===== src/hw/rtl/t3ttr_pkg.sv =====
// Shared widths, record layout and result codes of the T3 record decoder.
package t3ttr_pkg;

	localparam int unsigned WORD_W     = 32;
	localparam int unsigned NSYNC_W    = 16;
	localparam int unsigned MID_W      = 12;
	localparam int unsigned CHAN_W     = 4;
	localparam int unsigned KIND_W     = 2;
	localparam int unsigned OVF_W      = 32;
	localparam int unsigned TSYNC_W    = 48;
	localparam int unsigned TIME_W     = 64;
	localparam int unsigned PERIOD_W   = 32;
	localparam int unsigned RES_W      = 16;
	localparam int unsigned CFG_IDX_W  = 4;
	localparam int unsigned CFG_DATA_W = 32;

	localparam logic [CHAN_W-1:0] SPECIAL_CHANNEL   = 4'hF;
	localparam logic [CHAN_W-1:0] LAST_LEGAL_CHANNEL = 4'd4;

	localparam logic [KIND_W-1:0] KIND_PHOTON   = 2'd0;
	localparam logic [KIND_W-1:0] KIND_MARKER   = 2'd1;
	localparam logic [KIND_W-1:0] KIND_OVERFLOW = 2'd2;
	localparam logic [KIND_W-1:0] KIND_ILLEGAL  = 2'd3;

	localparam logic [CFG_IDX_W-1:0] REG_SYNC_PERIOD = 4'd0;
	localparam logic [CFG_IDX_W-1:0] REG_RESOLUTION  = 4'd1;

	localparam logic [PERIOD_W-1:0] SYNC_PERIOD_RESET = 32'd10000;
	localparam logic [RES_W-1:0]    RESOLUTION_RESET  = 16'd4;

	// Fields that ride unchanged down the pipeline alongside the arithmetic.
	typedef struct packed {
		logic [KIND_W-1:0]  kind;
		logic [CHAN_W-1:0]  channel;
		logic [MID_W-1:0]   marker_bits;
		logic [MID_W-1:0]   start_stop_bin;
		logic [TSYNC_W-1:0] true_sync;
	} rec_meta_t;

endpackage


===== src/hw/rtl/t3_time_tag_record_decoder_top.sv =====
// T3 time-tagged record decoder: classifies records, unwraps syncs, forms picosecond times.
//
//  channel  | signals                                        | direction
//  ---------+------------------------------------------------+----------
//  record   | in_valid, in_ready, record_word                | in
//  result   | out_valid, out_ready, kind, channel,           | out
//           | marker_bits, start_stop_bin, true_sync,        |
//           | true_time_ps                                   |
//  config   | cfg_valid, cfg_ready, cfg_index, cfg_data      | in
//
// One record beat is taken per cycle while out_ready lets the pipeline advance;
// each result leaves through four registers. The depth is set by the 48 x 32
// sync-period product, split into a 32 x 32 and a 16 x 32 partial product and
// two registered adds.
// Reset sets the sync period to 10000 ps, the bin width to 4 ps and clears the
// overflow count and all stage valids. Each stage advances when it is empty or
// its successor advances, so bubbles close up while a result beat is stalled.
// Configuration beats are always taken.
module t3_time_tag_record_decoder_top
	import t3ttr_pkg::*;
(
	input  logic                  clk,
	input  logic                  arst_n,

	input  logic                  in_valid,
	output logic                  in_ready,
	input  logic [WORD_W-1:0]     record_word,

	output logic                  out_valid,
	input  logic                  out_ready,
	output logic [KIND_W-1:0]     kind,
	output logic [CHAN_W-1:0]     channel,
	output logic [MID_W-1:0]      marker_bits,
	output logic [MID_W-1:0]      start_stop_bin,
	output logic [TSYNC_W-1:0]    true_sync,
	output logic [TIME_W-1:0]     true_time_ps,

	input  logic                  cfg_valid,
	output logic                  cfg_ready,
	input  logic [CFG_IDX_W-1:0]  cfg_index,
	input  logic [CFG_DATA_W-1:0] cfg_data
);

	// Configuration registers and running overflow count
	logic [PERIOD_W-1:0] sync_period_q;
	logic [RES_W-1:0]    resolution_q;
	logic [OVF_W-1:0]    overflow_count_q;

	// Stage valids and handshake chain
	logic valid_s1, valid_s2, valid_s3, valid_s4;
	logic adv1, adv2, adv3, adv4;
	logic in_fire;

	// Record decode
	logic [NSYNC_W-1:0] rec_nsync;
	logic [MID_W-1:0]   rec_mid;
	logic [CHAN_W-1:0]  rec_chan;
	logic               rec_special;
	logic               rec_overflow;
	rec_meta_t          rec_meta;

	// Pipeline payload
	rec_meta_t             meta_s1, meta_s2, meta_s3, meta_s4;
	logic [TSYNC_W-1:0]    hi_prod_s2, hi_prod_s3;
	logic [TSYNC_W-1:0]    lo_prod_s2;
	logic [MID_W+RES_W-1:0] bin_prod_s2;
	logic [TSYNC_W:0]      low_sum_s3;
	logic [TIME_W-1:0]     time_s4;

	assign adv4     = !valid_s4 || out_ready;
	assign adv3     = !valid_s3 || adv4;
	assign adv2     = !valid_s2 || adv3;
	assign adv1     = !valid_s1 || adv2;
	assign in_ready = adv1;
	assign in_fire  = in_valid && in_ready;
	assign cfg_ready = 1'b1;

	// Split the record and classify it
	assign rec_nsync    = record_word[NSYNC_W-1:0];
	assign rec_mid      = record_word[NSYNC_W+MID_W-1:NSYNC_W];
	assign rec_chan     = record_word[WORD_W-1:NSYNC_W+MID_W];
	assign rec_special  = (rec_chan == SPECIAL_CHANNEL);
	assign rec_overflow = rec_special && (rec_mid == '0);

	always_comb begin
		rec_meta.channel        = rec_chan;
		rec_meta.marker_bits    = '0;
		rec_meta.start_stop_bin = '0;
		rec_meta.true_sync      = {overflow_count_q, rec_nsync};
		priority if (rec_overflow) begin
			// An overflow carries no time: zero the sync so the products vanish
			rec_meta.kind      = KIND_OVERFLOW;
			rec_meta.true_sync = '0;
		end else if (rec_special) begin
			rec_meta.kind        = KIND_MARKER;
			rec_meta.marker_bits = rec_mid;
		end else begin
			rec_meta.start_stop_bin = rec_mid;
			if (rec_chan == '0 || rec_chan > LAST_LEGAL_CHANNEL) begin
				rec_meta.kind = KIND_ILLEGAL;
			end else begin
				rec_meta.kind = KIND_PHOTON;
			end
		end
	end

	// Configuration writes; indexes past the list are dropped
	always_ff @(posedge clk or negedge arst_n) begin
		if (!arst_n) begin
			sync_period_q <= SYNC_PERIOD_RESET;
			resolution_q  <= RESOLUTION_RESET;
		end else if (cfg_valid && cfg_ready) begin
			if (cfg_index == REG_SYNC_PERIOD) begin
				sync_period_q <= cfg_data[PERIOD_W-1:0];
			end else if (cfg_index == REG_RESOLUTION) begin
				resolution_q <= cfg_data[RES_W-1:0];
			end
		end
	end

	// Advance the overflow count when an overflow beat is accepted
	always_ff @(posedge clk or negedge arst_n) begin
		if (!arst_n) begin
			overflow_count_q <= '0;
		end else if (in_fire && rec_overflow) begin
			overflow_count_q <= overflow_count_q + 1'b1;
		end
	end

	// Stage valids
	always_ff @(posedge clk or negedge arst_n) begin
		if (!arst_n) begin
			valid_s1 <= 1'b0;
			valid_s2 <= 1'b0;
			valid_s3 <= 1'b0;
			valid_s4 <= 1'b0;
		end else begin
			if (adv1) valid_s1 <= in_valid;
			if (adv2) valid_s2 <= valid_s1;
			if (adv3) valid_s3 <= valid_s2;
			if (adv4) valid_s4 <= valid_s3;
		end
	end

	// Stage 1: hold the decoded record with the count it saw
	always_ff @(posedge clk) begin
		if (in_fire) begin
			meta_s1 <= rec_meta;
		end
	end

	// Stage 2: partial products of sync x period, and bin x resolution.
	// The high product is shifted left by 16 later, so its top 16 bits fall off.
	always_ff @(posedge clk) begin
		if (adv2 && valid_s1) begin
			meta_s2     <= meta_s1;
			hi_prod_s2  <= TSYNC_W'(meta_s1.true_sync[TSYNC_W-1:NSYNC_W] * sync_period_q);
			lo_prod_s2  <= TSYNC_W'(meta_s1.true_sync[NSYNC_W-1:0] * sync_period_q);
			bin_prod_s2 <= meta_s1.start_stop_bin * resolution_q;
		end
	end

	// Stage 3: fold the two narrow products together
	always_ff @(posedge clk) begin
		if (adv3 && valid_s2) begin
			meta_s3    <= meta_s2;
			hi_prod_s3 <= hi_prod_s2;
			low_sum_s3 <= {1'b0, lo_prod_s2}
				+ {{(TSYNC_W+1-MID_W-RES_W){1'b0}}, bin_prod_s2};
		end
	end

	// Stage 4: result register, time wraps modulo 2^64
	always_ff @(posedge clk) begin
		if (adv4 && valid_s3) begin
			meta_s4 <= meta_s3;
			time_s4 <= {hi_prod_s3, {NSYNC_W{1'b0}}}
				+ {{(TIME_W-TSYNC_W-1){1'b0}}, low_sum_s3};
		end
	end

	assign out_valid      = valid_s4;
	assign kind           = meta_s4.kind;
	assign channel        = meta_s4.channel;
	assign marker_bits    = meta_s4.marker_bits;
	assign start_stop_bin = meta_s4.start_stop_bin;
	assign true_sync      = meta_s4.true_sync;
	assign true_time_ps   = time_s4;

endmodule

===== config.mk =====
export PLATFORM = sky130hd
export DESIGN_NAME = t3_time_tag_record_decoder_top
export DESIGN_NICKNAME = d
export VERILOG_FILES = /design/src/hw/rtl/t3ttr_pkg.sv /design/src/hw/rtl/t3_time_tag_record_decoder_top.sv
export SDC_FILE = /design/constraint.sdc
export NUM_CORES = 2
export LEC_CHECK = 0
export BUFFER_PORTS_ARGS = -buffer_cell sky130_fd_sc_hd__buf_2
export CORE_MARGIN = 4
export CORE_UTILIZATION = 40
export DETAILED_ROUTE_END_ITERATION = 8
export PLACE_DENSITY_LB_ADDON = 0.15
export SYNTH_ARGS = -nofsm -noshare
export SYNTH_HDL_FRONTEND = slang
export SYNTH_SLANG_ARGS = --single-unit

===== constraint.sdc =====
create_clock -name clk -period 8.11 [get_ports clk]
set_clock_uncertainty 0.15 [all_clocks]
set_input_delay 0 -clock clk [delete_from_list [all_inputs] [get_ports clk]]
set_output_delay 0 -clock clk [all_outputs]
set_load 0.01 [all_outputs]

---- Yosys cells after proc, flatten, opt, wreduce, memory -nomap -nowiden ----
Index checks and enable logic that the tools add are counted.
Widths: inputs -> output; s select.
storage, ports and cells
  register bits ........................... 681
  input bits .............................. 73
  output and inout port bits .............. 145
  word-level logic and storage cells ...... 68
cells by class
  add/subtract/negate cells ............... 3
  $mul .................................... 3
  $lt $le $gt $ge ......................... 1
  equal/unequal tests ..................... 2
  muxes and demuxes ....................... 2
  bitwise gates (word level) .............. 2
  reductions and logical operators ........ 22
operator list
  operator               count
  $add 64x49->64         1
  $add 48x28->49         1
  $mul 16x32->48         1
  $mul 32x32->48         1
  $add 32x1->32 const B  1
  $mul 12x16->28         1
  $logic_not 12->1       1
  $logic_not 4->1        2
  $logic_and 1x1->1      6
  $logic_or 1x1->1       5
  $eq 4x1->1 const B     1
  $eq 4x4->1 const B     1
  $gt 4x3->1 const B     1
  $logic_not 1->1        4
  $mux 2                 2
  $reduce_or 2->1        2
  $reduce_and 3->1       1
  $not 1->1              2
  $reduce_and 2->1       1

---- Longest topological paths before layout ----
  depth in word-level cells ............... 7
  depth in mapped cells ................... 28
  mapped depth without buffers ............ 25

---- Worst setup path before layout ----
No wires, ideal clock.
  kind .................................... reg2reg
  start point ............................. reg valid_s4, in the netlist out_valid
  end point ............................... reg meta_s4, in the netlist channel[0] (enable)
  setup time .............................. 662 ps
  arrival time ............................ 6860 ps
  data required time ...................... 7298 ps
  setup slack ............................. 437 ps
  stages on the path, launching flop included .. 3
  path buffers ............................ 0
  clock period less this slack ............ 7673 ps
  cells stage by stage .................... dfrtp_1 nor2b_1 nor2b_1
between the ends
  longest elaborated chain between the ends .. 3
ends and longest elaborated chain
  element                 RTL line                               RTL
  from (decl)             t3_time_tag_record_decoder_top.sv:50   logic valid_s1, valid_s2, valid_s3, valid_s4;
  from (signal assigned)  t3_time_tag_record_decoder_top.sv:141  if (adv4) valid_s4 <= valid_s3;
  $logic_not 1->1         t3_time_tag_record_decoder_top.sv:70   assign adv4 = !valid_s4 || out_ready;
  $logic_or 1x1->1        t3_time_tag_record_decoder_top.sv:70
  $logic_and 1x1->1       t3_time_tag_record_decoder_top.sv:175  if (adv4 && valid_s3) begin
  to (signal assigned)    t3_time_tag_record_decoder_top.sv:176  meta_s4 <= meta_s3;
  to (decl)               t3_time_tag_record_decoder_top.sv:63   rec_meta_t meta_s1, meta_s2, meta_s3, meta_s4;
No other way between the ends.
A chain may end at the register's enable or synchronous reset.

---- Worst setup path after layout ----
  start point ............................. reg meta_s1[25] (netlist bit)
  end point ............................... reg hi_prod_s2[41], data pin
between the ends
  longest elaborated chain between the ends .. 1
ends and longest elaborated chain
  element                 RTL line                               RTL
  from (decl)             t3_time_tag_record_decoder_top.sv:63
  from (signal assigned)  t3_time_tag_record_decoder_top.sv:148  meta_s1 <= rec_meta;
  $mul 32x32->48          t3_time_tag_record_decoder_top.sv:157  hi_prod_s2 <= TSYNC_W'(meta_s1.true_sync[TSYNC_W-1:NSYNC_W] * sync_period_q);
  to (signal assigned)    t3_time_tag_record_decoder_top.sv:157
  to (decl)               t3_time_tag_record_decoder_top.sv:64   logic [TSYNC_W-1:0] hi_prod_s2, hi_prod_s3;
No other way between the ends.

==> results.toml <==
[timing]
max_clock_freq_ghz = 0.127
fin_crit_ns = 7.84
grt_setup_unrepaired = "false"
max_slew_margin = 0.278
hold_violations = 0
setup_viol = 0
finalMaxSlewViolations = 0
post-route-period-util = 0.967
setup_tns_ns = 0
tightest_slew_ns = 1.08

[clock_network]
cts_tree = "built"
cts.sinks = 681
root_buffer = "clkbuf_16"
clk_pin_slew_worst_paths_ns = 0.06
clk_latency_ns = 0.76
cts_buffer_depth = 3
cts_setup_buffers = 0
cts_made_buffers = 81
cts_htree_levels = 3

[final_layout]
drive_gt1_frac = 0.0917
finalNetCount = 9236
fillers = 17700
syn2layout_area_growth_pct = 12.4

[setup_path]
cp_max_fo = 23
crit_path_max_incr_delay_ns = 0.57
endpoint_kind = "flip-flop"
cp_cell_sequence = "buf_4, nand2_1, fa_1, inv_1, fa_1, fa_1, inv_1, fa_1, inv_1, fa_1, fa_1, fa_1, fa_1, ha_1, a21o_1, a21o_1, a221oi_2, buf_4, o21ai_0, a21oi_2, a31oi_4, a21oi_4, or4b_1, o211ai_1"
cp_common_cell = "fa_1"
cp_top_family = "adder cells"
crit_arrival_ns = 8.26
worst-path-buf-inv = 5
crit_required_ns = 8.53
cp-start-kind = "flip-flop"
cp_slowest_cell = "fa_1"
worst-setup-path-type = "reg2reg"

[placement]
port_buffers = 216
gp_congestion = 0.870
dp_hpwl_mm = 170

[floorplan]
die_x_um = 442
ios = 218
core_um2 = 186000
initial_core_util = 0.404
rows = 158
dieHeight_um = 442
dieArea_um2 = 195000

[global_route]
grt_usage = 0.229
first_global_vias = 55400
grt-ovfl-total = 0
grt_max_degree = 113
grt_pass1_wl_mm = 341
antenna_found_initial = 25

[logic_synthesis]
mappedNetlistArea_um2 = 75300
yosysSeqAreaShare = 0.266
synth_xor_area_frac = 0.0293
synth.top_cell.area_share = 0.356
synth_fa_ha_area_frac = 0.427
yosys_warnings = 0
yosys.area_share.simple = 0.143
syn_area_per_cell_um2 = 10.7
post_synth_num_cell_types = 92
yosysMostFrequentCell = "fa_1"
yosys-top-cells-count = "fa_1 (1339), inv_1 (1327), nand2_1 (958)"
synth_edf_count = 597
synthArstFlopShare = 0.123
synth_mux_area_frac = 0.00773
ys.flop_type = "edfxtp_1"
synth_top_cell_by_area = "fa_1"
synth-seq-cells = 681
syn-num-nets = 8889
syn_inst = 7053
synth-compound-area-share = 0.0439
synth_top_family_by_area = "adder cells"
synth_area_leaders = "fa_1 (36%), edfxtp_1 (24%), and2_1 (7.1%), ha_1 (7.0%), inv_1 (6.6%)"

[detailed_routing]
ant_nets = 0
wl_per_cell_um = 21.9
routed_wirelength_mm = 218
viasPerCell = 5.03
drc = 0
first_iter_violations = 3054
first_pass_iters = 5
vias = 50100

[hold_path]
min-delay-path-class = "in2reg"

[outcome]
status = "finished, final reports clean"

[job]
max_cap_viol_count = 0
## tightest hold or removal path: cells and delay by family
family | cells | cell delay, ns
muxes | 1 | 0.22
buffers and inverters | 2 | 0.68
## area by class of cell
class                      count  area [um2]  area share
antenna                        6        15.0    0.000177
timing repair buffer         605        4740      0.0560
multi-input combinational   4704       49000       0.579
sequential                   681       20000       0.237
inverter                    1327        4980      0.0589
clock buffer                  94        2080      0.0245
tap                         2480        3100      0.0367
clock inverter                55         687     0.00812
## cells in the final DEF, fill, tap and decap left out, drive strengths merged, types with 22 or more instances in the layout
| cell | netlist | final |
|---|---|---|
| ha | 424 | 424 |
| xnor2 | 180 | 180 |
| nand2 | 958 | 958 |
| xor2 | 72 | 72 |
| a21oi | 148 | 148 |
| a211oi | 25 | 25 |
| nand3 | 57 | 57 |
| a21o | 85 | 85 |
| buf | 13 | 452 |
| and3 | 23 | 23 |
| mux2 | 49 | 49 |
| edfxtp | 597 | 597 |
| dlygate4sd3 | 0 | 153 |
| o21bai | 28 | 28 |
| and2 | 849 | 849 |
| nand4 | 26 | 26 |
| nor2 | 102 | 102 |
| o21ai | 78 | 78 |
| fa | 1339 | 1339 |
| o21a | 27 | 27 |
| inv | 1327 | 1330 |
| nor2b | 22 | 22 |
| nand2b | 26 | 26 |
| dfrtp | 78 | 78 |
| clkbuf | 328 | 94 |
| clkinv | 0 | 38 |
| nor3 | 33 | 33 |
## per-layer routing
metal / up-vias / global-route usage / part of all wire
li1: 22300 / - / -
met1: 26100 / 0.311 / 0.44
met2: 1327 / 0.375 / 0.47
met3: 310 / 0.0460 / 0.067
met4: 6 / 0.0609 / 0.027
met5: - / 0 / 0.00016
## metrics by stage
step	instances	cell area [um2]	setup slack, ns	utilization	hold slack [ns]
final	9952	84600	0.265	0.454	0.0706
after floorplan	7053	75300	0.437	-	-0.446
after CTS	9946	84600	0.131	0.454	0.0124
after global placement	9643	80300	0.0586	0.431	-0.198
after global routing	9948	84600	0.00892	0.454	0.0407
after detailed placement	9643	80300	0.00708	0.431	-0.194
## cells by family after synthesis
logic type,after synthesis
xor gates and xnor gates,252
other,1
DFF,681
buffers and inverters,1668
and+or+nand+nor,2147
AOI/OAI and AO/OA,489
muxes,52
adders and majority gates,1763
## sequential cells by signal (all words and copies together), names as in the netlist, 12 cells and up
name and flops:
low_sum_s3 49, hi_prod_s2 48, sync_period_q 32, meta_s3 78
meta_s1 78, true_time_ps 64, lo_prod_s2 48, hi_prod_s3 48
bin_prod_s2 28, meta_s2 78, true_sync 48, start_stop_bin 12
overflow_count_q 32, resolution_q 16, marker_bits 12
## final timing paths
path	slack (ns)	end	cells after the start	from
min reg2reg	0.26	channel[2]$_DFFE_PP_	0	meta_s3[74]$_DFFE_PP_
min	0.07	sync_period_q[2]$_DFFE_PN0P_	3	cfg_data[2]
max reg2reg	0.27	hi_prod_s2[41]$_DFFE_PP_	24	meta_s1[25]$_SDFFCE_PP0P_
max	0.27	hi_prod_s2[41]$_DFFE_PP_	24	meta_s1[25]$_SDFFCE_PP0P_
min in group asynchronous	0.15	valid_s2$_DFFE_PN0P_	4	arst_n
max in group asynchronous	6.68	sync_period_q[0]$_DFFE_PN0P_	4	arst_n
## timing repair
action	in CTS	in global routing
hold endpoints to repair	221	0
setup endpoints to repair	1	6
gates resized for setup	1	7
hold buffers	154	0
Power is not shown: default switching activity piles up to over one toggle a cycle in this logic, so the estimate is an artifact.
